<file path="config.mk">
export PLATFORM = sky130hd
export DESIGN_NAME = tvg_front
export DESIGN_NICKNAME = d
export VERILOG_FILES = /design/src/hdl/assert_macros.svh /design/src/hdl/tvg_pkg.sv /design/src/hdl/tvg_front.sv
export SDC_FILE = /design/constraint.sdc
export NUM_CORES = 1
export LEC_CHECK = 0
export BUFFER_PORTS_ARGS = -buffer_cell sky130_fd_sc_hd__buf_2
export CAP_MARGIN = 10
export CORE_UTILIZATION = 51
export DETAILED_ROUTE_END_ITERATION = 7
export GPL_TIMING_DRIVEN = 0
export PLACE_DENSITY = 0.92
export REMOVE_ABC_BUFFERS = 1
export SLEW_MARGIN = 15
export SYNTH_ARGS = -nofsm -noshare
export SYNTH_HDL_FRONTEND = slang
export SYNTH_SLANG_ARGS = --single-unit
</file>
<file path="constraint.sdc">
create_clock -name vclk -period 11.73
set_clock_uncertainty 0.2 [all_clocks]
set_input_delay 1.7595 -clock vclk [all_inputs]
set_output_delay 1.7595 -clock vclk [all_outputs]
set_load 0.005 [all_outputs]
</file>
<file path="src/hdl/assert_macros.svh">
// Assertion macros shared by the time-varied gain RTL.
// No dependencies; included by the modules that carry assertions.
`ifndef ASSERT_MACROS_SVH
`define ASSERT_MACROS_SVH

// Clocked property check with active-low reset disable.
`define ASSERT_AT(label, clk, rstn, prop, msg) \
    label: assert property (@(posedge clk) disable iff (!rstn) prop) \
        else $error(msg);

// Condition that must never be true.
`define ASSERT_NEVER(label, clk, rstn, expr, msg) \
    `ASSERT_AT(label, clk, rstn, !(expr), msg)

`endif

</file>
<file path="src/hdl/tvg_pkg.sv">
// Shared types, constants and the 2^(2^-k) table for the time-varied gain block.
// No dependencies; used by every module of the block.
package tvg_pkg;

    localparam int LOG_TABLE_BITS_DEF  = 10;
    localparam int RANGE_FRAC_BITS_DEF = 8;

    localparam int AMP_W     = 16;
    localparam int RNG_W     = 18;
    localparam int CFG_W     = 14;
    localparam int E_W       = 5;
    localparam int Q30_W     = 31;
    localparam int DIV_STEPS = 30;
    localparam int GAIN_W    = 23;
    localparam int SPT_W     = 26;
    localparam int ABS_W     = 32;
    localparam int N_W       = 5;
    localparam int N_MAX     = 20;
    localparam int CNT_W     = 5;
    localparam int QDEPTH    = 2;
    localparam int QPTR_W    = 1;
    localparam int QCNT_W    = 2;
    localparam int ADDR_W    = 4;
    localparam int DATA_W    = 32;

    localparam logic [CFG_W-1:0]  SPREAD_MAX     = 14'd10240;
    localparam logic [CFG_W-1:0]  ABSORB_MAX     = 14'd8192;
    localparam int                FALLBACK_MAX_M = 50;
    localparam logic [CFG_W-1:0]  FALLBACK_RST   = 14'd256;
    localparam logic [GAIN_W-1:0] GAIN_MAX_Q16   = 23'(97 << 16);
    localparam logic [Q30_W-1:0]  ONE_Q30        = 31'h4000_0000;
    localparam logic [28:0]       LOG10_2_Q30    = 29'd323228497;
    localparam logic [27:0]       LOG2_10_D20    = 28'd178344152;
    localparam logic [AMP_W-1:0]  AMP_MAX        = 16'hFFFF;

    localparam logic [1:0] REG_ENABLE   = 2'd0;
    localparam logic [1:0] REG_SPREAD   = 2'd1;
    localparam logic [1:0] REG_ABSORB   = 2'd2;
    localparam logic [1:0] REG_FALLBACK = 2'd3;

    typedef struct packed {
        logic [AMP_W-1:0] amplitude;
        logic [RNG_W-1:0] range_q8;
        logic [RNG_W-1:0] blanking_q8;
        logic             blanking_valid;
        logic [RNG_W-1:0] slant_range_q8;
        logic             ping_unusable;
        logic             last_of_ping;
    } tvg_in_t;

    typedef struct packed {
        logic [AMP_W-1:0] corrected_amplitude;
        logic             ping_applied;
        logic             end_of_ping;
    } tvg_out_t;

    typedef struct packed {
        logic             enable;
        logic [CFG_W-1:0] spreading;
        logic [CFG_W-1:0] absorption;
        logic [CFG_W-1:0] fallback;
    } tvg_cfg_t;

    typedef struct packed {
        logic [AMP_W-1:0] amp;
        logic             last;
        logic             bypass;
        logic [E_W-1:0]   e;
        logic [RNG_W-1:0] dvsr;
        logic [RNG_W-1:0] rem;
        logic [RNG_W-1:0] diff;
    } tvg_entry_t;

    typedef enum logic [3:0] {
        BK_IDLE,
        BK_DIV,
        BK_LOG,
        BK_MUL,
        BK_TERM,
        BK_SUM,
        BK_SCALE,
        BK_EXP,
        BK_APPLY,
        BK_SAT,
        BK_DONE
    } tvg_state_t;

    // 2^(2^-(idx+1)) in Q30
    function automatic logic [Q30_W-1:0] exp2_frac(input logic [3:0] idx);
        logic [Q30_W-1:0] v;
        unique case (idx)
            4'd0:    v = 31'd1518500250;
            4'd1:    v = 31'd1276901417;
            4'd2:    v = 31'd1170923762;
            4'd3:    v = 31'd1121280436;
            4'd4:    v = 31'd1097253708;
            4'd5:    v = 31'd1085434106;
            4'd6:    v = 31'd1079572136;
            4'd7:    v = 31'd1076653033;
            4'd8:    v = 31'd1075196443;
            4'd9:    v = 31'd1074468888;
            4'd10:   v = 31'd1074105294;
            4'd11:   v = 31'd1073923544;
            4'd12:   v = 31'd1073832680;
            4'd13:   v = 31'd1073787251;
            default: v = ONE_Q30;
        endcase
        return v;
    endfunction

endpackage

</file>
<file path="src/hdl/tvg_front.sv">
// Front end: accepts samples, resolves the reference range and classifies
// each one as pass-through or gain; prepares the log2 divider operands. Depends on tvg_pkg.
module tvg_front #(
    parameter int RANGE_FRAC_BITS = tvg_pkg::RANGE_FRAC_BITS_DEF
) (
    input  tvg_pkg::tvg_cfg_t   cfg,
    input  logic                s_valid,
    output logic                s_ready,
    input  tvg_pkg::tvg_in_t    s_data,
    input  logic                q_full,
    output logic                q_push,
    output tvg_pkg::tvg_entry_t q_entry
);

    localparam int RW = tvg_pkg::RNG_W;

    logic [RW-1:0]                fb_max;
    logic [RW-1:0]                fb;
    logic [RW-1:0]                blank;
    logic [RW-1:0]                one_m;
    logic [RW-1:0]                ref_dist;
    logic [RW-1:0]                dvsr;
    logic [RW-2:0]                ge;
    logic [tvg_pkg::E_W-1:0]      e;
    logic                         gain_on;

    always_comb begin
        fb_max  = RW'(tvg_pkg::FALLBACK_MAX_M) << RANGE_FRAC_BITS;
        fb      = (RW'(cfg.fallback) > fb_max) ? fb_max : RW'(cfg.fallback);
        blank   = s_data.blanking_valid ? s_data.blanking_q8 : fb;
        one_m   = RW'(1) << RANGE_FRAC_BITS;
        ref_dist = (blank > one_m) ? blank : one_m;
        for (int k = 1; k < RW; k++) begin
            ge[k-1] = (({{RW{1'b0}}, ref_dist} << k) <= {{RW{1'b0}}, s_data.range_q8});
        end
        e       = tvg_pkg::E_W'($countones(ge));
        dvsr    = ref_dist << e;
        gain_on = cfg.enable && !s_data.ping_unusable && (s_data.slant_range_q8 != '0)
                  && (s_data.slant_range_q8 > blank) && (s_data.range_q8 > ref_dist);

        q_entry.amp    = s_data.amplitude;
        q_entry.last   = s_data.last_of_ping;
        q_entry.bypass = !gain_on;
        q_entry.e      = e;
        q_entry.dvsr   = dvsr;
        q_entry.rem    = s_data.range_q8 - dvsr;
        q_entry.diff   = s_data.range_q8 - ref_dist;
    end

    assign s_ready = !q_full;
    assign q_push  = s_valid && !q_full;

endmodule

</file>
==> results of run 1 <==
[Yosys cell counts, types with 12 or more instances]
cell type and count:
o21ai_1 13, o21a_1 15, nand4_1 30, o211ai_1 18
nor2_1 52, nand3_1 30, xnor2_1 28, ha_1 170
o21ai_0 46, nor2b_1 20, fa_1 12, a21o_1 39
nor3_1 14, a21oi_1 78, a211oi_1 14, inv_1 81
buf_4 19, clkbuf_1 13, nand2_1 59, nand2b_1 13
nor4_1 15
[layer usage]
metal  overflow  GRT usage [%]
met1          9          76.79
met2         43          92.43
met3         14          71.41
met4         34          79.75
met5          5          52.57
[cells by family after synthesis]
group,after synthesis,synth area share (%)
AOI/OAI and AO/OA,284,27.25
xor gates and xnor gates,40,5.332
adders and majority gates,187,34.70
buffers and inverters,127,8.025
muxes,21,4.058
other,2,0.1078
and+or+nand+nor,271,20.52
[through the flow]
step	worst slack [ns]	instances	TNS [ns]	util, %
floorplan	-1.356	899	-9.054	-
global placement	-3.641	1210	-75.77	57.60
detailed placement	-3.745	1210	-79.50	57.60
CTS	-0.4501	1323	-1.816	69.43
[timing repair]
item	in CTS
pin swaps	74
gates cloned	4
setup endpoints to repair	41
gates resized for setup	142
setup buffers	109
==> flow_summary.yaml, run 1 <==
placement:
  place.gp.congestion: 0.9880
  portBuffers: 135
  hpwl_um: 18490
  dpl_cell_area_um2: 7659
synth:
  synth_area_leaders: "ha_1, a21oi_1, inv_1"
  syn_area_um2: 6969
  synth_top_area_share_pct: 30.52
  synth_area_leader_cell: "ha_1"
  synth_warnings: 0
  ys_seq_area_share_pct: 0
  synthCells: 932
  ys_types: 83
  syn-mean-instance-area_um2: 7.478
floorplanning:
  die_w_um: 118.9
  initial_utilization_pct: 52.42
  row_count: 42
  ios: 197
  die_h_um: 118.9
grt:
  grt_start_max_net_pins: 25
  overflow: 105
  track_usage_pct: 79.73
run_status:
  error: "[ERROR GRT-0232] Routing congestion too high. Check the congestion heatmap in the GUI."
  failed_stage: "global routing (5_1_grt)"
  status: "did not finish"
sta:
  endpoint_type: "top-level output"
  worst_endpoint: "q_entry[35]"
clocking:
  cts_hold_buf: 0
==> run 2: changes to the inputs <==
CORE_UTILIZATION = 40   (was 51)
PLACE_DENSITY = not set   (was 0.92)
PLACE_DENSITY_LB_ADDON = 0.15   (was not set)
clock period = 15.2 ns   (was 11.73 ns; I/O delays follow)
==> flow_summary.yaml, run 2 <==
clocking:
  cts_hold_buf: 0
floorplanning:
  die_h_um: 134.0
  dieArea_um2: 17950
  ios: 197
  core_region_area_um2: 16820
  die_w_um: 134.0
  row_count: 47
  initial_utilization_pct: 41.44
critical_path:
  end_kind: "output port"
  cp_slowest_stage_delay_ns: 0.66
  critPathBufInv: 8
  path_depth: 40
  crit_top_cell: "inv_1"
  crit_path_start_kind: "input port"
  cp_max_fo: 48
  cp.required_ns: 12.72
  crit_type: "input port to output port"
  crit_start: "s_data[20]"
  critPathTopFamily: "adder cells"
  arrival_ns: 12.20
  crit_slowest_cell: "fa_2"
route:
  vias: 7464
  finalWirelength_um: 24270
  ant_nets: 0
  drc_errors: 0
  vias_per_cell: 5.854
  wl_per_cell_um: 19.04
  first_iter_violations: 508
  dr.pass1.iters: 6
synth:
  synth_warnings: 0
  ys_top_cells_by_count: "ha_1, inv_1, a21oi_1"
  synth-xor-area-share_pct: 5.332
  synthMuxAreaShare_pct: 4.057
  yosysMostFrequentCell: "ha_1"
  syn_area_um2: 6969
  synthCells: 932
  ys_seq_area_share_pct: 0
  synth_simple_gate_area_share_pct: 20.52
  synth_area_leader_cell: "ha_1"
  yosys.area_share.adder_pct: 34.70
  ys_types: 83
  synth_compound_area_share_pct: 27.25
  synth_top_area_share_pct: 30.52
  synth_top_family_by_area: "adder cells"
  synth_area_leaders: "ha_1, a21oi_1, inv_1"
  syn-mean-instance-area_um2: 7.478
grt:
  overflow: 0
  track_usage_pct: 26.48
  grt_start_max_net_pins: 49
  grt_pass1_wl_um: 37530
  antenna_found_initial: 0
  first_global_vias: 6794
placement:
  place.gp.congestion: 0.8710
  pre_cts_ws_ns: -1.811
  hpwl_um: 19400
  portBuffers: 135
  dp.cells: 1254
sta:
  rsz0062_at_grt: "no"
  setup_viol: 0
  worstMarginPinSlew_ns: 1.022
  slew_headroom_pct: 31.60
  drv_slew: 0
  timing.final.ws_setup_ns: 0.5159
  hold_violations: 0
  fin_crit_sh_pct: 96.61
  max_freq_mhz: 68.10
  min_period_ns: 14.68
run:
  cap_violations: 0
hold_path:
  hold_start: "s_data[72]"
  hold_path_class: "input port to output port"
  min_path_cells: 0
cells_and_area:
  clock_buffers: 0
  final_cells: 1275
  drive_above_1_share_pct: 19.81
  antenna_cells: 0
  syn_to_final_growth_pct: 14.29
  area.sequential_um2: 0
  layout_common_cells: "ha_1, buf_2, inv_1"
  design.seq.count: 0
  nets: 1357
  final_common_cell: "ha_1"
pwr:
  p_leak_nw: 4.027
  vdd_ir_drop_max_uv: 207.2
  p_total_w: 0.002024
  powerDensity_nw_per_um2: 254.1
run_status:
  status: "finished clean"
-- run 2: final timing paths --
| kind | slack [ns] | end |
|---|---|---|
| max | 0.52 | q_entry[35] |
| min | 4.36 | q_entry[76] |
-- run 2: through the flow --
step	TNS, ns	utilization [%]	hold slack [ns]	cell area, um2
2_1_floorplan	0	-	4.360	6763
3_3_place_gp	-15.21	45.86	4.360	7714
3_5_place_dp	-16.42	45.86	4.360	7714
4_1_cts	0	46.41	4.360	7806
5_1_grt	0	47.36	4.360	7965
6_report	0	47.36	4.360	7965
-- run 2: per-layer routing --
layer | up-vias | wire [um] | track usage [%]
met3 | 34 | 1537 | 2.608
met1 | 3434 | 11490 | 38.74
li1 | 3720 | - | -
met5 | - | 0 | 1.389
met4 | 0 | 731 | 7.071
met2 | 276 | 10510 | 40.73
-- run 2: where the power goes --
group | total [W] | internal (W) | switching [W] | leakage [nW]
Sequential | 0 | 0 | 0 | 0
Combinational | 0.00202 | 0.000913 | 0.00111 | 4.03
Clock | 0 | 0 | 0 | 0
Total | 0.00202 | 0.000913 | 0.00111 | 4.03
-- run 2: kinds of logic (layout without fill, tap and decap cells) --
logic type | after synthesis | count (layout)
other | 2 | 8
buffers and inverters | 127 | 244
muxes | 21 | 21
and+or+nand+nor | 271 | 271
adders and majority gates | 187 | 187
xor gates and xnor gates | 40 | 40
AOI/OAI and AO/OA | 284 | 284
-- run 2: area by class of cell --
| class | instances | area, um2 |
|---|---|---|
| repair buffers | 155 | 842.1 |
| inverters | 88 | 339.1 |
| fillers | 1785 | 8853 |
| multi-input cells | 811 | 6504 |
| repair inverters | 1 | 5.005 |
| well taps | 220 | 275.3 |
-- run 2: what timing repair did --
item                                    CTS  global route
pin swaps                                 1             4
gates cloned                              1             0
endpoints found under the setup margin   16             7
resized for setup                        17             7
buffers inserted                          3            17
(Power assumes the default switching activity.)
