==> config.mk <==
export PLATFORM = sky130hd
export DESIGN_NAME = tvg_cfg
export DESIGN_NICKNAME = d
export VERILOG_FILES = /design/src/hdl/assert_macros.svh /design/src/hdl/tvg_pkg.sv /design/src/hdl/tvg_cfg.sv
export SDC_FILE = /design/constraint.sdc
export NUM_CORES = 1
export LEC_CHECK = 0
export ABC_AREA = 0
export BUFFER_PORTS_ARGS = -buffer_cell sky130_fd_sc_hd__buf_4
export CORE_MARGIN = 2
export CORE_UTILIZATION = 41
export DETAILED_ROUTE_END_ITERATION = 6
export PLACE_DENSITY = 0.79
export SYNTH_ARGS = -nofsm -noshare
export SYNTH_HDL_FRONTEND = slang
export SYNTH_SLANG_ARGS = --single-unit
==> constraint.sdc <==
create_clock -name aclk -period 1.1 [get_ports aclk]
set_clock_uncertainty 0.05 [all_clocks]
set_input_delay 0.11 -clock aclk [delete_from_list [all_inputs] [get_ports aclk]]
set_output_delay 0.11 -clock aclk [all_outputs]
set_load 0.03 [all_outputs]
==> src/hdl/assert_macros.svh <==
// Assertion macros shared by the time-varied gain RTL.
// No dependencies; included by the modules that carry assertions.
`ifndef ASSERT_MACROS_SVH
`define ASSERT_MACROS_SVH

// Clocked property check with active-low reset disable.
`define ASSERT_AT(label, clk, rstn, prop, msg) \
    label: assert property (@(posedge clk) disable iff (!rstn) prop) \
        else $error(msg);

// Condition that must never be true.
`define ASSERT_NEVER(label, clk, rstn, expr, msg) \
    `ASSERT_AT(label, clk, rstn, !(expr), msg)

`endif

==> src/hdl/tvg_pkg.sv <==
// Shared types, constants and the 2^(2^-k) table for the time-varied gain block.
// No dependencies; used by every module of the block.
package tvg_pkg;

    localparam int LOG_TABLE_BITS_DEF  = 10;
    localparam int RANGE_FRAC_BITS_DEF = 8;

    localparam int AMP_W     = 16;
    localparam int RNG_W     = 18;
    localparam int CFG_W     = 14;
    localparam int E_W       = 5;
    localparam int Q30_W     = 31;
    localparam int DIV_STEPS = 30;
    localparam int GAIN_W    = 23;
    localparam int SPT_W     = 26;
    localparam int ABS_W     = 32;
    localparam int N_W       = 5;
    localparam int N_MAX     = 20;
    localparam int CNT_W     = 5;
    localparam int QDEPTH    = 2;
    localparam int QPTR_W    = 1;
    localparam int QCNT_W    = 2;
    localparam int ADDR_W    = 4;
    localparam int DATA_W    = 32;

    localparam logic [CFG_W-1:0]  SPREAD_MAX     = 14'd10240;
    localparam logic [CFG_W-1:0]  ABSORB_MAX     = 14'd8192;
    localparam int                FALLBACK_MAX_M = 50;
    localparam logic [CFG_W-1:0]  FALLBACK_RST   = 14'd256;
    localparam logic [GAIN_W-1:0] GAIN_MAX_Q16   = 23'(97 << 16);
    localparam logic [Q30_W-1:0]  ONE_Q30        = 31'h4000_0000;
    localparam logic [28:0]       LOG10_2_Q30    = 29'd323228497;
    localparam logic [27:0]       LOG2_10_D20    = 28'd178344152;
    localparam logic [AMP_W-1:0]  AMP_MAX        = 16'hFFFF;

    localparam logic [1:0] REG_ENABLE   = 2'd0;
    localparam logic [1:0] REG_SPREAD   = 2'd1;
    localparam logic [1:0] REG_ABSORB   = 2'd2;
    localparam logic [1:0] REG_FALLBACK = 2'd3;

    typedef struct packed {
        logic [AMP_W-1:0] amplitude;
        logic [RNG_W-1:0] range_q8;
        logic [RNG_W-1:0] blanking_q8;
        logic             blanking_valid;
        logic [RNG_W-1:0] slant_range_q8;
        logic             ping_unusable;
        logic             last_of_ping;
    } tvg_in_t;

    typedef struct packed {
        logic [AMP_W-1:0] corrected_amplitude;
        logic             ping_applied;
        logic             end_of_ping;
    } tvg_out_t;

    typedef struct packed {
        logic             enable;
        logic [CFG_W-1:0] spreading;
        logic [CFG_W-1:0] absorption;
        logic [CFG_W-1:0] fallback;
    } tvg_cfg_t;

    typedef struct packed {
        logic [AMP_W-1:0] amp;
        logic             last;
        logic             bypass;
        logic [E_W-1:0]   e;
        logic [RNG_W-1:0] dvsr;
        logic [RNG_W-1:0] rem;
        logic [RNG_W-1:0] diff;
    } tvg_entry_t;

    typedef enum logic [3:0] {
        BK_IDLE,
        BK_DIV,
        BK_LOG,
        BK_MUL,
        BK_TERM,
        BK_SUM,
        BK_SCALE,
        BK_EXP,
        BK_APPLY,
        BK_SAT,
        BK_DONE
    } tvg_state_t;

    // 2^(2^-(idx+1)) in Q30
    function automatic logic [Q30_W-1:0] exp2_frac(input logic [3:0] idx);
        logic [Q30_W-1:0] v;
        unique case (idx)
            4'd0:    v = 31'd1518500250;
            4'd1:    v = 31'd1276901417;
            4'd2:    v = 31'd1170923762;
            4'd3:    v = 31'd1121280436;
            4'd4:    v = 31'd1097253708;
            4'd5:    v = 31'd1085434106;
            4'd6:    v = 31'd1079572136;
            4'd7:    v = 31'd1076653033;
            4'd8:    v = 31'd1075196443;
            4'd9:    v = 31'd1074468888;
            4'd10:   v = 31'd1074105294;
            4'd11:   v = 31'd1073923544;
            4'd12:   v = 31'd1073832680;
            4'd13:   v = 31'd1073787251;
            default: v = ONE_Q30;
        endcase
        return v;
    endfunction

endpackage

==> src/hdl/tvg_cfg.sv <==
// APB register file for the time-varied gain block, with clamped spreading and absorption outputs.
// Depends on tvg_pkg.
module tvg_cfg (
    input  logic                       aclk,
    input  logic                       aresetn,
    input  logic                       psel,
    input  logic                       penable,
    input  logic                       pwrite,
    input  logic [tvg_pkg::ADDR_W-1:0] paddr,
    input  logic [tvg_pkg::DATA_W-1:0] pwdata,
    output logic [tvg_pkg::DATA_W-1:0] prdata,
    output logic                       pready,
    output tvg_pkg::tvg_cfg_t          cfg
);

    logic                      enable_reg;
    logic [tvg_pkg::CFG_W-1:0] spread_reg;
    logic [tvg_pkg::CFG_W-1:0] absorb_reg;
    logic [tvg_pkg::CFG_W-1:0] fallback_reg;
    logic [1:0]                idx;
    logic                      wr_en;

    assign idx    = paddr[3:2];
    assign wr_en  = psel && penable && pwrite;
    assign pready = 1'b1;

    always_ff @(posedge aclk) begin
        if (!aresetn) begin
            enable_reg   <= 1'b0;
            spread_reg   <= '0;
            absorb_reg   <= '0;
            fallback_reg <= tvg_pkg::FALLBACK_RST;
        end else if (wr_en) begin
            unique case (idx)
                tvg_pkg::REG_ENABLE:   enable_reg   <= pwdata[0];
                tvg_pkg::REG_SPREAD:   spread_reg   <= pwdata[tvg_pkg::CFG_W-1:0];
                tvg_pkg::REG_ABSORB:   absorb_reg   <= pwdata[tvg_pkg::CFG_W-1:0];
                tvg_pkg::REG_FALLBACK: fallback_reg <= pwdata[tvg_pkg::CFG_W-1:0];
                default: ;
            endcase
        end
    end

    always_comb begin
        unique case (idx)
            tvg_pkg::REG_ENABLE:   prdata = {31'd0, enable_reg};
            tvg_pkg::REG_SPREAD:   prdata = {18'd0, spread_reg};
            tvg_pkg::REG_ABSORB:   prdata = {18'd0, absorb_reg};
            tvg_pkg::REG_FALLBACK: prdata = {18'd0, fallback_reg};
            default:               prdata = '0;
        endcase
    end

    always_comb begin
        cfg.enable     = enable_reg;
        cfg.spreading  = (spread_reg > tvg_pkg::SPREAD_MAX) ? tvg_pkg::SPREAD_MAX : spread_reg;
        cfg.absorption = (absorb_reg > tvg_pkg::ABSORB_MAX) ? tvg_pkg::ABSORB_MAX : absorb_reg;
        cfg.fallback   = fallback_reg;
    end

endmodule

After elaboration in Yosys (flattened, before gate mapping)
Cells that the tools add are included.
W data, S select, Z words.
{"block": "totals", "input_bits": 41, "out_inout_bits": 76, "ff_bits": 43, "wordCells": 19}
{"block": "classes", "n_eq_ne": 3, "reduce_logical": 7, "n_mux": 3, "order_cmp": 2}
{"operator": "$pmux W32 S4", "n": 1}
{"operator": "$gt A14 B14 Y1 const B", "n": 2}
{"operator": "$mux W14", "n": 2}
{"operator": "$reduce_and A2 Y1", "n": 4}
{"operator": "$eq A2 B2 Y1 const B", "n": 2}
{"operator": "$eq A2 B1 Y1 const B", "n": 1}
{"operator": "$logic_and A1 B1 Y1", "n": 2}
{"operator": "$logic_not A2 Y1", "n": 1}

Longest topological paths before layout
{"block": "logic_depth", "depth_word": 3, "mapped_depth": 6, "depth_no_buf": 3}

Worst setup path after synthesis
OpenSTA, ideal clock, no wires.
{"block": "synth_path", "path_type": "flip-flop to output port", "start": "register spread_reg[11] (netlist bit)", "end": "output cfg[29] (netlist bit)", "stages_incl_launch_ff": 4, "required_time_ns": 0.940, "path_slack_ns": -0.133, "path_buffers": 1, "arrival_ns": 1.073, "path_cell_list": "dfxtp_1 > o21ai_0 > clkbuf_1 > and2_1"}
{"item": "from (decl)", "line": "tvg_cfg.sv:17", "source": "logic [tvg_pkg::CFG_W-1:0] spread_reg;"}
{"item": "from (signal assigned)", "line": "tvg_cfg.sv:36", "source": "tvg_pkg::REG_SPREAD: spread_reg <= pwdata[tvg_pkg::CFG_W-1:0];"}
{"item": "to (decl)", "line": "tvg_cfg.sv:13", "source": "output tvg_pkg::tvg_cfg_t cfg"}

Worst setup path in the final report
{"block": "layout_path", "start": "register fallback_reg[0] (netlist bit)", "end": "output prdata[0] (netlist bit)"}
{"block": "layout_between", "elab_chain_len": 1}
{"item": "from (decl)", "line": "tvg_cfg.sv:19", "source": "logic [tvg_pkg::CFG_W-1:0] fallback_reg;"}
{"item": "from (signal assigned)", "line": "tvg_cfg.sv:32", "source": "fallback_reg <= tvg_pkg::FALLBACK_RST;"}
{"item": "from (signal assigned)", "line": "tvg_cfg.sv:38", "source": "tvg_pkg::REG_FALLBACK: fallback_reg <= pwdata[tvg_pkg::CFG_W-1:0];"}
{"item": "$pmux W32 S4", "line": "tvg_cfg.sv:45", "source": "unique case (idx)"}
{"item": "to (decl)", "line": "tvg_cfg.sv:11", "source": "output logic [tvg_pkg::DATA_W-1:0] prdata,"}
No other way between the ends. The select of a mux whose other input is x is not followed.

==> reports/metrics.cfg <==
[run_status]
status = finished, violations left
violations = setup timing

[clocking]
cts_tree = built
cts.path.max_buffers = 2
clock-sinks = 43
htree_levels = 2
clk_pin_slew_ns = 0.09
root_buffer = clkbuf_8
numCtsBuffers = 5
clock_latency_ns = 0.30

[die]
rows = 27
ios = 117
start_util_pct = 42.26
dieArea_um2 = 6295
coreArea_um2 = 5507
dieHeight_um = 79.34
die_x_um = 79.34

[synth]
synth_area_um2 = 2327
yosys.area.top_type = dfxtp_1
postSynthAreaPerCell_um2 = 9.384
netlist.area_leader.share_pct = 36.99
yosysSeqAreaShare_pct = 36.99
ys_ff_latch = 43
syn_inst = 248
yosys-top-cells-area = dfxtp_1 37%, mux2i_1 18%, nand2_1 9.2%
yosysWarnings = 0
synth_cell_types = 27

[layout]
areaGrowthSynthToFinish_pct = 64.41
num-fill-cells = 419
nets = 403
drive_gt1_share_pct = 60.06
fin_util_pct = 69.48
final_area_um2 = 3826
antenna_cells = 0

[power_and_ir_drop]
powerDensity_nw_per_um2 = 901.3
ir_drop_v = 0.0006386
fin_total_pwr_w = 0.003449
p_leak_nw = 1.830

[drt]
ant_nets = 0
drt_iter0_markers = 63
dr.pass1.iters = 4
vias = 2094
drt_wl_total_um = 6936
drt-vias-per-instance = 4.814
drc = 0
wl_per_cell_um = 15.94

[global_routing]
globalRouteOverflowTotal = 0
grt_pass1_vias = 2060
gr-usage-all-layers_pct = 21.51
grt_max_degree = 32
antenna_found_initial = 0
grt_pass1_wl_um = 10340

[placement]
dp.final_hpwl_um = 4493
place.gp.congestion = 0.7916
dpl_cell_area_um2 = 3294
dp_slack_ns = -0.1682
port-buffer-count = 77

[worst_setup_path]
crit_fanout = 2
rr_worst_depth = 4
required_ns = 0.94
arrival_ns = 1.30
end_kind = primary output
crit_path_start_kind = register
criticalPathCategory = register to primary output

[sta]
fin_crit_ns = 1.460
setup_ws_ns = -0.3603
rsz0062_at_grt = yes
drv_slew = 0
max_freq_ghz = 0.6848
hold_violations = 0
post-route-period-util_pct = 132.8
finalSetupViolations = 41
tns_ns = -10.73

[flow_run]
drv_cap = 0

[min_path]
hold_depth = 3
min_path_type = primary input to register

[repair_timing]
action,4_1_cts,5_1_grt
resized for setup,76,26
hold buffers,0,0
pin swaps,11,0
endpoints found under the setup margin,43,44
endpoints found under the hold margin,0,0
setup buffers,4,3
gates cloned,1,1
[power by group]
part,switching [W],internal [W]
logic,0.000336,0.000241
clock network,0.000551,0.000735
registers,0.0000147,0.00157
[logic make-up (layout without fill, tap and decap cells)]
group | after synthesis | count (layout) | synth area share, %
buffers and inverters | 40 | 138 | 12.31
AO/OA/AOI/OAI | 15 | 15 | 5.323
flip-flops | 43 | 43 | 36.99
AND/OR/NAND/NOR | 92 | 92 | 19.73
other | 2 | 19 | 0.3227
multiplexers | 56 | 56 | 25.32
[through the flow]
| step | std cells | hold slack, ns |
|---|---|---|
| 5_1_grt | 435 | 0.06653 |
| 3_3_place_gp | 419 | 0.3285 |
| 6_report | 435 | 0.04768 |
| 4_1_cts | 432 | 0.03488 |
| 2_1_floorplan | 265 | 0.2207 |
| 3_5_place_dp | 419 | 0.3418 |
[routing by layer]
metal  up-vias  share of wire [%]  global-route usage [%]
li1       1017                  -                       -
met1      1002                 39                   23.67
met2        67                 55                   41.61
met3         8                4.5                   4.091
met4         0                1.1                   5.862
met5         -                  0                       0
[layout make-up]
class	count	area (um2)	area share, %
clock inverter	2	35.03	0.9156
sequential	43	904.6	23.64
timing repair buffer	129	1254	32.77
clock buffer	6	82.58	2.158
inverter	1	3.754	0.09810
tap	72	90.09	2.354
multi-input combinational	182	1456	38.06
[final timing paths]
path	startpoint	slack, ns	endpoint
setup / recovery	fallback_reg[0]$_SDFFE_PN0P_	-0.36	prdata[0]
hold / removal	pwdata[8]	0.05	fallback_reg[8]$_SDFFE_PN1P_
setup reg to reg	absorb_reg[13]$_SDFFE_PN0P_	0.17	absorb_reg[13]$_SDFFE_PN0P_
hold reg to reg	absorb_reg[7]$_SDFFE_PN0P_	0.42	absorb_reg[7]$_SDFFE_PN0P_
[synthesized netlist by cell type]
cell and number:
a22o_1 13, and2_1 11, and2_4 1, and3_4 1
buf_12 1, buf_2 3, buf_4 21, buf_6 5
clkbuf_1 9, conb_1 2, dfxtp_1 43, inv_1 1
mux2_1 6, mux2_2 7, mux2i_1 42, mux4_2 1
nand2_1 57, nand2b_1 1, nand3_1 1, nand3_2 1
nand4_1 1, nand4_2 1, nor2_1 1, nor2_4 1
nor2b_1 14, nor2b_4 1, o21ai_0 2
[cell usage in the layout (no fill, tap or decap), types with 3 or more instances in the layout]
| cell | n |
|---|---|
| buf_4 | 74 |
| nand2_1 | 57 |
| buf_6 | 46 |
| mux2i_1 | 42 |
| dfxtp_2 | 26 |
| conb_1 | 19 |
| dfxtp_1 | 14 |
| and2_4 | 12 |
| nor2b_4 | 11 |
| mux2_4 | 9 |
| a22o_4 | 7 |
| buf_12 | 7 |
| clkbuf_8 | 6 |
| mux2_2 | 4 |
| nor2b_1 | 4 |
| a22o_2 | 3 |
| a22o_1 | 3 |
| dfxtp_4 | 3 |
[worst max-delay path, stage by stage, from the launching register on]
cell and delay (ns):
dfxtp_4 0.35, mux4_2 0.49, buf_6 0.16
No activity file was read; power rests on OpenSTA's default activity.
