### src/hdl/assert_macros.svh
// Assertion macros shared by the time-varied gain RTL.
// No dependencies; included by the modules that carry assertions.
`ifndef ASSERT_MACROS_SVH
`define ASSERT_MACROS_SVH

// Clocked property check with active-low reset disable.
`define ASSERT_AT(label, clk, rstn, prop, msg) \
    label: assert property (@(posedge clk) disable iff (!rstn) prop) \
        else $error(msg);

// Condition that must never be true.
`define ASSERT_NEVER(label, clk, rstn, expr, msg) \
    `ASSERT_AT(label, clk, rstn, !(expr), msg)

`endif

### src/hdl/tvg_pkg.sv
// Shared types, constants and the 2^(2^-k) table for the time-varied gain block.
// No dependencies; used by every module of the block.
package tvg_pkg;

    localparam int LOG_TABLE_BITS_DEF  = 10;
    localparam int RANGE_FRAC_BITS_DEF = 8;

    localparam int AMP_W     = 16;
    localparam int RNG_W     = 18;
    localparam int CFG_W     = 14;
    localparam int E_W       = 5;
    localparam int Q30_W     = 31;
    localparam int DIV_STEPS = 30;
    localparam int GAIN_W    = 23;
    localparam int SPT_W     = 26;
    localparam int ABS_W     = 32;
    localparam int N_W       = 5;
    localparam int N_MAX     = 20;
    localparam int CNT_W     = 5;
    localparam int QDEPTH    = 2;
    localparam int QPTR_W    = 1;
    localparam int QCNT_W    = 2;
    localparam int ADDR_W    = 4;
    localparam int DATA_W    = 32;

    localparam logic [CFG_W-1:0]  SPREAD_MAX     = 14'd10240;
    localparam logic [CFG_W-1:0]  ABSORB_MAX     = 14'd8192;
    localparam int                FALLBACK_MAX_M = 50;
    localparam logic [CFG_W-1:0]  FALLBACK_RST   = 14'd256;
    localparam logic [GAIN_W-1:0] GAIN_MAX_Q16   = 23'(97 << 16);
    localparam logic [Q30_W-1:0]  ONE_Q30        = 31'h4000_0000;
    localparam logic [28:0]       LOG10_2_Q30    = 29'd323228497;
    localparam logic [27:0]       LOG2_10_D20    = 28'd178344152;
    localparam logic [AMP_W-1:0]  AMP_MAX        = 16'hFFFF;

    localparam logic [1:0] REG_ENABLE   = 2'd0;
    localparam logic [1:0] REG_SPREAD   = 2'd1;
    localparam logic [1:0] REG_ABSORB   = 2'd2;
    localparam logic [1:0] REG_FALLBACK = 2'd3;

    typedef struct packed {
        logic [AMP_W-1:0] amplitude;
        logic [RNG_W-1:0] range_q8;
        logic [RNG_W-1:0] blanking_q8;
        logic             blanking_valid;
        logic [RNG_W-1:0] slant_range_q8;
        logic             ping_unusable;
        logic             last_of_ping;
    } tvg_in_t;

    typedef struct packed {
        logic [AMP_W-1:0] corrected_amplitude;
        logic             ping_applied;
        logic             end_of_ping;
    } tvg_out_t;

    typedef struct packed {
        logic             enable;
        logic [CFG_W-1:0] spreading;
        logic [CFG_W-1:0] absorption;
        logic [CFG_W-1:0] fallback;
    } tvg_cfg_t;

    typedef struct packed {
        logic [AMP_W-1:0] amp;
        logic             last;
        logic             bypass;
        logic [E_W-1:0]   e;
        logic [RNG_W-1:0] dvsr;
        logic [RNG_W-1:0] rem;
        logic [RNG_W-1:0] diff;
    } tvg_entry_t;

    typedef enum logic [3:0] {
        BK_IDLE,
        BK_DIV,
        BK_LOG,
        BK_MUL,
        BK_TERM,
        BK_SUM,
        BK_SCALE,
        BK_EXP,
        BK_APPLY,
        BK_SAT,
        BK_DONE
    } tvg_state_t;

    // 2^(2^-(idx+1)) in Q30
    function automatic logic [Q30_W-1:0] exp2_frac(input logic [3:0] idx);
        logic [Q30_W-1:0] v;
        unique case (idx)
            4'd0:    v = 31'd1518500250;
            4'd1:    v = 31'd1276901417;
            4'd2:    v = 31'd1170923762;
            4'd3:    v = 31'd1121280436;
            4'd4:    v = 31'd1097253708;
            4'd5:    v = 31'd1085434106;
            4'd6:    v = 31'd1079572136;
            4'd7:    v = 31'd1076653033;
            4'd8:    v = 31'd1075196443;
            4'd9:    v = 31'd1074468888;
            4'd10:   v = 31'd1074105294;
            4'd11:   v = 31'd1073923544;
            4'd12:   v = 31'd1073832680;
            4'd13:   v = 31'd1073787251;
            default: v = ONE_Q30;
        endcase
        return v;
    endfunction

endpackage

### src/hdl/tvg_fifo.sv
// Two-entry queue between the front end and the gain engine.
// Depends on tvg_pkg and assert_macros.svh.
`include "assert_macros.svh"

module tvg_fifo (
    input  logic                aclk,
    input  logic                aresetn,
    input  logic                push,
    input  tvg_pkg::tvg_entry_t wr_entry,
    output logic                full,
    output logic                rd_valid,
    input  logic                pop,
    output tvg_pkg::tvg_entry_t rd_entry
);

    tvg_pkg::tvg_entry_t              mem_reg [tvg_pkg::QDEPTH];
    logic [tvg_pkg::QPTR_W-1:0]       wr_ptr_reg;
    logic [tvg_pkg::QPTR_W-1:0]       rd_ptr_reg;
    logic [tvg_pkg::QCNT_W-1:0]       count_reg;

    assign full     = (count_reg == tvg_pkg::QCNT_W'(tvg_pkg::QDEPTH));
    assign rd_valid = (count_reg != '0);
    assign rd_entry = mem_reg[rd_ptr_reg];

    always_ff @(posedge aclk) begin
        if (push) begin
            mem_reg[wr_ptr_reg] <= wr_entry;
        end
    end

    always_ff @(posedge aclk) begin
        if (!aresetn) begin
            wr_ptr_reg <= '0;
            rd_ptr_reg <= '0;
            count_reg  <= '0;
        end else begin
            if (push) begin
                wr_ptr_reg <= wr_ptr_reg + 1'b1;
            end
            if (pop) begin
                rd_ptr_reg <= rd_ptr_reg + 1'b1;
            end
            if (push && !pop) begin
                count_reg <= count_reg + 1'b1;
            end else if (pop && !push) begin
                count_reg <= count_reg - 1'b1;
            end
        end
    end

    `ASSERT_NEVER(a_push_full, aclk, aresetn, push && full && !pop, "push into full queue")
    `ASSERT_NEVER(a_pop_empty, aclk, aresetn, pop && !rd_valid, "pop from empty queue")

endmodule

### config.mk
export PLATFORM = sky130hd
export DESIGN_NAME = tvg_fifo
export DESIGN_NICKNAME = d
export VERILOG_FILES = /design/src/hdl/tvg_pkg.sv /design/src/hdl/tvg_fifo.sv
export VERILOG_INCLUDE_DIRS = /design/src /design/src/hdl
export SDC_FILE = /design/constraint.sdc
export NUM_CORES = 1
export LEC_CHECK = 0
export BUFFER_PORTS_ARGS = -buffer_cell sky130_fd_sc_hd__buf_2
export CAP_MARGIN = 40
export CELL_PAD_IN_SITES_DETAIL_PLACEMENT = 2
export CELL_PAD_IN_SITES_GLOBAL_PLACEMENT = 2
export CORE_MARGIN = 8
export CORE_UTILIZATION = 38
export CTS_CLUSTER_DIAMETER = 200
export DETAILED_ROUTE_END_ITERATION = 7
export PLACE_DENSITY_LB_ADDON = 0.05
export SYNTH_ARGS = -nofsm -noshare
export SYNTH_HDL_FRONTEND = slang
export SYNTH_SLANG_ARGS = --single-unit
export TNS_END_PERCENT = 20
### constraint.sdc
create_clock -name aclk -period 5.7 [get_ports aclk]
set_clock_uncertainty 0.05 [all_clocks]
set_input_delay 0.57 -clock aclk [delete_from_list [all_inputs] [get_ports aclk]]
set_output_delay 0.57 -clock aclk [all_outputs]
set_load 0.02 [all_outputs]
---- After elaboration in Yosys (flattened, before gate mapping) ----
Memories as Yosys holds them, arrays and structs flattened. A register that Yosys moved wholly into a read port is not among the register bits.
Cells that the tools add are included.
word-level totals
  memory bits (writable) .................. 154
  flip-flop bits (word level) ............. 4
  memories kept ........................... 1
cells by class
  multiplexer cells ....................... 6
  reductions and logical operators ........ 6
  add/subtract/negate cells ............... 4
  equal/unequal tests ..................... 1
memories
  name     words  width  read ports  clocked after Yosys merged registers in  wr ports  line            RTL
  mem_reg  2      77     1           1                                        1         tvg_fifo.sv:16  tvg_pkg::tvg_entry_t mem_reg [tvg_pkg::QDEPTH];
operator list
  cell                                                                number
  1-bit two-way mux                                                   4
  2-bit two-way mux                                                   2
  2-bit nonzero test                                                  2
  1-bit adder, second input constant                                  2
  2-bit by 1-bit adder with 2-bit output, second input constant       1
  2-bit == test, second input constant                                1
  1-bit logical AND                                                   2
  1-bit zero test                                                     2
  2-bit by 1-bit subtractor with 2-bit output, second input constant  1

---- Longest topological paths before layout ----
Gate-level depths: netlist of the first run.
  depth after elaboration ................. 4
  mapped depth ............................ 5
  gate-level depth less buffers ........... 5

---- Worst setup path after synthesis of the first run ----
OpenSTA, ideal clock, no wires.
  path type ............................... input to register
  from .................................... in push
  to ...................................... mem mem_reg[0][0] (netlist name) (enable)
  library setup time ...................... 0.523 ns
  stages on the path ...................... 1
  slack ................................... 1.157 ns
  data arrival time ....................... 3.971 ns
  required time ........................... 5.127 ns
  path buffers ............................ 0
  cells stage by stage .................... nor2b_1
on the way
  cells in the longest elaborated chain, start to end .. 2
ends and longest elaborated chain
  what                                     line            RTL
  from (decl)                              tvg_fifo.sv:8   input logic push,
  1-bit two-way mux                        tvg_fifo.sv:26  if (push) begin
  1-bit two-way mux (not written as such)  tvg_fifo.sv:27  mem_reg[wr_ptr_reg] <= wr_entry;
  to (decl)                                tvg_fifo.sv:16
Every way passes these cells.

==> qor.yml, run 1 <==
outcome: "complete, no violations"
yosysSeqAreaShare_pct: 79.93
cts_tree: "yes"
hold_viol: 0
postRouteWirelength_mm: 13.79
clock_latency_ns: 0.41
gp_congestion: 0.6680
power_frac_comb_pct: 11.2
min_from: "wr_entry[24]"
cap_viol_max_count: 0
num_vias: 3010
design.die.area_sq_um: 19800
hp-class: "in2reg"
synth_nets: 344
hold_depth: 1
hold_buffers: 0
core-area_sq_um: 15200
antenna_found_initial: 2
relSlewSlack_pct: 46.46
die_w_microns: 140.7
largest_register_ff_count: 154
setup-violations-final: 0
ioPinCount: 160
grt_overflow: 0
crit_path_end_kind: "primary output"
drt_pre_antenna_iters: 6
ys_types: 18
clock.fmax_mhz: 325.2
seq_power_share_pct: 48.2
wire_per_inst_microns: 21.67
yosys_warnings: 0
numCtsBuffers: 17
nets: 516
io_buffers: 159
netlist_area_sq_um: 5911
initialDrtViolationCount: 136
vias_per_cell: 4.733
min_period_ns: 3.075
num_rows: 45
required_ns: 5.08
ff2ff_setup_slack_ns: 3.55
p_int_mw: 2.219
arrival_ns: 2.46
critPathKind: "reg2out"
grt_pass1_vias: 3480
dpl.hpwl_mm: 9.404
grt_setup_unrepaired: "no"
drive_above_1_share_pct: 60.40
fin_ws_ns: 2.625
multi_input_area_sq_um: 1105
htreeDepth: 4
cts_resized: 0
cts_buffer_depth: 2
hold_end: "mem_reg[0][24]"
grt_usage_pct: 14.03
switching_share_pct: 22.55
area.sequential_sq_um: 4728
grt_pass1_wl_mm: 20.49
power_switching_mw: 0.6458
worstReg2RegEnd: "mem_reg[0][0]"
ant_nets: 0
pre_cts_slack_ns: 3.017
syn_to_final_growth_pct: 27.18
finalMaxSlewViolations: 0
grt_max_degree: 58
period_share_pct: 53.95
placed_area_sq_um: 6910
post_cts_buffers: 0
nFillCells: 1416
leakage_nw: 2.894
cts_root_buf: "clkbuf_16"
reg2reg_depth: 2
design_area_sq_um: 7517
critPathLaunchType: "register"
peakVddDrop_mv: 0.2422
ys_seq_elements: 159
die_h_microns: 140.7
cts.sinks: 159
clockPowerShare_pct: 40.6
drt_drc_violations_left: 0
start_util_pct: 38.88
synth_area_per_cell_sq_um: 22.56
cp_max_fo: 46
netlist_instances: 262
cellPowerDensity_nw_per_um2: 381.0
worst_pin_slew_ns: 0.8031
clkSlewWorstSetupHoldPaths_ns: 0.06
setup_tns_ns: 0
r2r-start: "wr_ptr_reg"
[per-stage QoR]
stage,utilization (%),hold WS (ns),power (mW),std cells
after floorplan,-,0.4106,1.611,262
after global placement,45.28,0.4309,1.719,602
after detailed placement,45.46,0.4543,1.734,603
after CTS,49.43,0.2701,2.910,635
after global routing,49.43,0.2668,2.970,635
final,49.45,0.2913,2.864,636
[kinds of logic after synthesis]
group	synth area share (%)
AND/OR/NAND/NOR	0.9527
buffers and inverters	1.545
adder cells (fa/ha/maj)	0.2117
AO/OA/AOI/OAI	0.3387
XOR/XNOR	0.4446
multiplexers	16.57
flip-flops	79.93
[placed cells by master (no fill, tap or decap), drive strengths merged, types with 2 or more instances in the layout]
cell,synthesis,layout
clkbuf,0,20
mux2,77,77
edfxtp,154,154
clkinv,0,7
buf,9,162
xor2,2,2
dfxtp,5,5
and2,4,4
nor2b,3,3
bufinv,0,4
[Yosys cell counts]
cell type / count / share of area [%]
or2_2: 1 / 0.11
o21ai_0: 1 / 0.085
buf_6: 2 / 0.38
buf_8: 3 / 0.76
nor2b_1: 3 / 0.32
buf_2: 4 / 0.34
o21a_1: 1 / 0.13
mux2_4: 30 / 7.6
a21boi_1: 1 / 0.13
and2_1: 4 / 0.42
inv_1: 1 / 0.063
xnor2_1: 1 / 0.15
xor2_1: 2 / 0.30
mux2_2: 47 / 9.0
dfxtp_1: 5 / 1.7
or3_1: 1 / 0.11
ha_1: 1 / 0.21
edfxtp_1: 154 / 78
[per-layer routing]
layer | global-route usage [%] | up-vias | routed length (microns)
li1 | - | 1384 | -
met1 | 15.85 | 1505 | 5642
met5 | 0 | - | 23
met3 | 6.347 | 8 | 1007
met4 | 4.242 | 4 | 72
met2 | 23.41 | 109 | 7039
[critical path, stage by stage, from the launching register on]
cell and delay (ns):
dfxtp_4 0.68, buf_4 0.67, mux2_2 0.45, buf_2 0.17
[area by class of cell]
type,count,area share (%)
diodes,1,0.03329
clock buffers,20,5.809
clock inverters,12,2.230
multi-input cells,93,14.70
well taps,188,3.129
repair buffers,162,11.15
flip-flops and latches,159,62.90
inverters,1,0.04993
[power groups by stage]
stage                     combinational, mW  sequential (mW)  clock [mW]
after CTS                             0.330             1.38        1.20
after global routing                  0.345             1.39        1.24
after floorplan                       0.220             1.39           0
after detailed placement              0.329             1.41           0
final                                 0.321             1.38        1.16
after global placement                0.319             1.40           0
[worst max-delay path by stage]
stage	cells past startpoint	startpoint	endpoint	slack [ns]
global route	3	register	rd_entry[19]	2.47
floorplan	1	push	mem_reg[0][0]	1.16
detailed placement	3	register	rd_entry[19]	3.02
CTS	3	register	rd_entry[19]	2.55
finish	3	register	rd_entry[19]	2.62
global placement	3	register	rd_entry[5]	3.03
Power figures use the tool's default switching activity.
==> run 2: changes to the inputs <==
- clock period: 5.7 -> 2.9 ns (I/O delays scaled with it)
==> run 2 against run 1 <==
Sequential power up 96%. First-iteration DRC count up 1.5%. Clock-buffer cell count is 3 lower. Cell area up 7.5%. Worst hold slack got worse by 0.27 ns. Critical path type unchanged. Largest cell class unchanged. Largest power group unchanged.
==> qor.yml, run 2 (synthesis gave the netlist of run 1 again) <==
hold_depth: 1  # unchanged
nFillCells: 1370  # -3.2%
crit_path_end_kind: "primary output"
htreeDepth: 4  # unchanged
critPathMaxStageDelay_ns: 0.71  # +0.03 ns
cts.sinks: 159  # unchanged
critPathLaunchType: "register"
layout_commonest_cell: "buf_2"
core-area_sq_um: 15200  # unchanged
cts_tree: "yes"
die_w_microns: 140.7  # unchanged
clock.fmax_mhz: 422.7
cp_max_fo: 30  # -35%
hold_viol: 0  # unchanged
critical_path.top_delay_family: "flip-flops"
nets: 566  # +9.7%
ff2ff_setup_slack_ns: 1.23  # -2.32 ns
holdWs_ns: 0.02025  # -0.2711 ns
post_cts_buffers: 0  # unchanged
placed_area_sq_um: 6938  # +0.40%
die_h_microns: 140.7  # unchanged
drt_pre_antenna_iters: 4  # -2
leakage_nw: 3.136  # +8.4%
reg2reg_depth: 2  # unchanged
ioPinCount: 160  # unchanged
arrival_ns: 2.03  # -0.43 ns
grt_pass1_vias: 3786  # +8.8%
grt_max_degree: 56  # -3.4%
cellPowerDensity_nw_per_um2: 730.2  # +92%
ant_nets: 0  # unchanged
vias_per_cell: 4.687  # -0.97%
setup-violations-final: 0  # unchanged
period_share_pct: 81.57
syn_to_final_growth_pct: 36.66
peakVddDrop_mv: 0.4414  # +82%
io_buffers: 159  # unchanged
hp-class: "in2reg"
cts_resized: 0  # unchanged
antenna_found_initial: 2  # unchanged
final_cell_mix: "buf_2, edfxtp_1, mux2_2, dlygate4sd3_1, mux2_4"
start_util_pct: 38.88  # unchanged
grt_usage_pct: 14.39  # +0.36 points
required_ns: 2.56  # -2.52 ns
cpMaxStageDelayCell: "dfxtp_4"
setup_tns_ns: 0  # unchanged
initialDrtViolationCount: 138  # +1.5%
drt_drc_violations_left: 0  # unchanged
worst_pin_slew_ns: 0.7817  # -0.02138 ns
wire_per_inst_microns: 20.37  # -6.0%
largest_register_ff_count: 154  # unchanged
final_core_util_pct: 53.14  # +3.7 points
grt_pass1_wl_mm: 21.20  # +3.5%
num_vias: 3215  # +6.8%
min_period_ns: 2.366
pre_cts_slack_ns: 0.9551  # -2.062 ns
gp_congestion: 0.6590  # -1.3%
crit_chain: "buf_4 -> mux2_2 -> buf_2"
drive_above_1_share_pct: 55.94  # -4.5 points
fin_ws_ns: 0.5344  # -2.090 ns
outcome: "complete, no violations"
critPathKind: "reg2out"
cts_root_buf: "clkbuf_16"
cap_viol_max_count: 0  # unchanged
numCtsBuffers: 17  # unchanged
clkSlewWorstSetupHoldPaths_ns: 0.06  # about the same
relSlewSlack_pct: 47.89  # +1.4 points
grt_setup_unrepaired: "no"
grt_overflow: 0  # unchanged
postRouteWirelength_mm: 13.97  # +1.3%
cts_buffer_depth: 2  # unchanged
dpl.hpwl_mm: 9.485  # +0.87%
num_rows: 45  # unchanged
path_depth: 3  # unchanged
clock_latency_ns: 0.41  # about the same
design.die.area_sq_um: 19800  # unchanged
design_area_sq_um: 8078  # +7.5%
finalMaxSlewViolations: 0  # unchanged
worst-path-buf-inv: 2  # unchanged
## run 2: power breakdown
part           internal [mW]  switching, mW  total, mW  leakage [nW]
Clock                   1.61          0.885       2.50         0.323
Sequential              2.66         0.0561       2.71          1.49
Combinational          0.320          0.370      0.690          1.33
Total                   4.59           1.31       5.90          3.14
## run 2: stage by stage
stage	instances	total power, mW
after global placement	606	3.387
after floorplan	262	3.163
after global routing	685	6.099
after detailed placement	606	3.412
after CTS	685	5.975
final	686	5.898
## run 2: final cells by class
type	instances	area, sq um	share of cell area [%]
Clock buffer	17	425.4	5.266
Multi-Input combinational cell	93	1105	13.68
Sequential cell	159	4728	58.53
Inverter	1	3.754	0.04647
Tap cell	188	235.2	2.912
Timing Repair Buffer	212	1336	16.54
Clock inverter	15	241.5	2.989
Antenna cell	1	2.502	0.03098
## run 2: final timing paths
check / startpoint / to
worst max-delay path: register / rd_entry[74]
worst min-delay path: wr_entry[1] / mem_reg[0][1]
worst max register to register: wr_ptr_reg / mem_reg[1][62]
worst min register to register: count_reg[1] / count_reg[1]
## run 2: repair_timing
| item | CTS | global route |
|---|---|---|
| setup endpoints to repair | 0 | 0 |
| endpoints found under the hold margin | 93 | 0 |
| hold buffers | 47 | 0 |
## run 2: per-layer routing
metal  up-vias  track usage (%)  wire length (microns)
li1       1483                -                      -
met1      1598            15.41                   5458
met2       115            24.71                   7262
met3        17            6.178                   1020
met4         2            5.600                    216
met5         -                0                     14
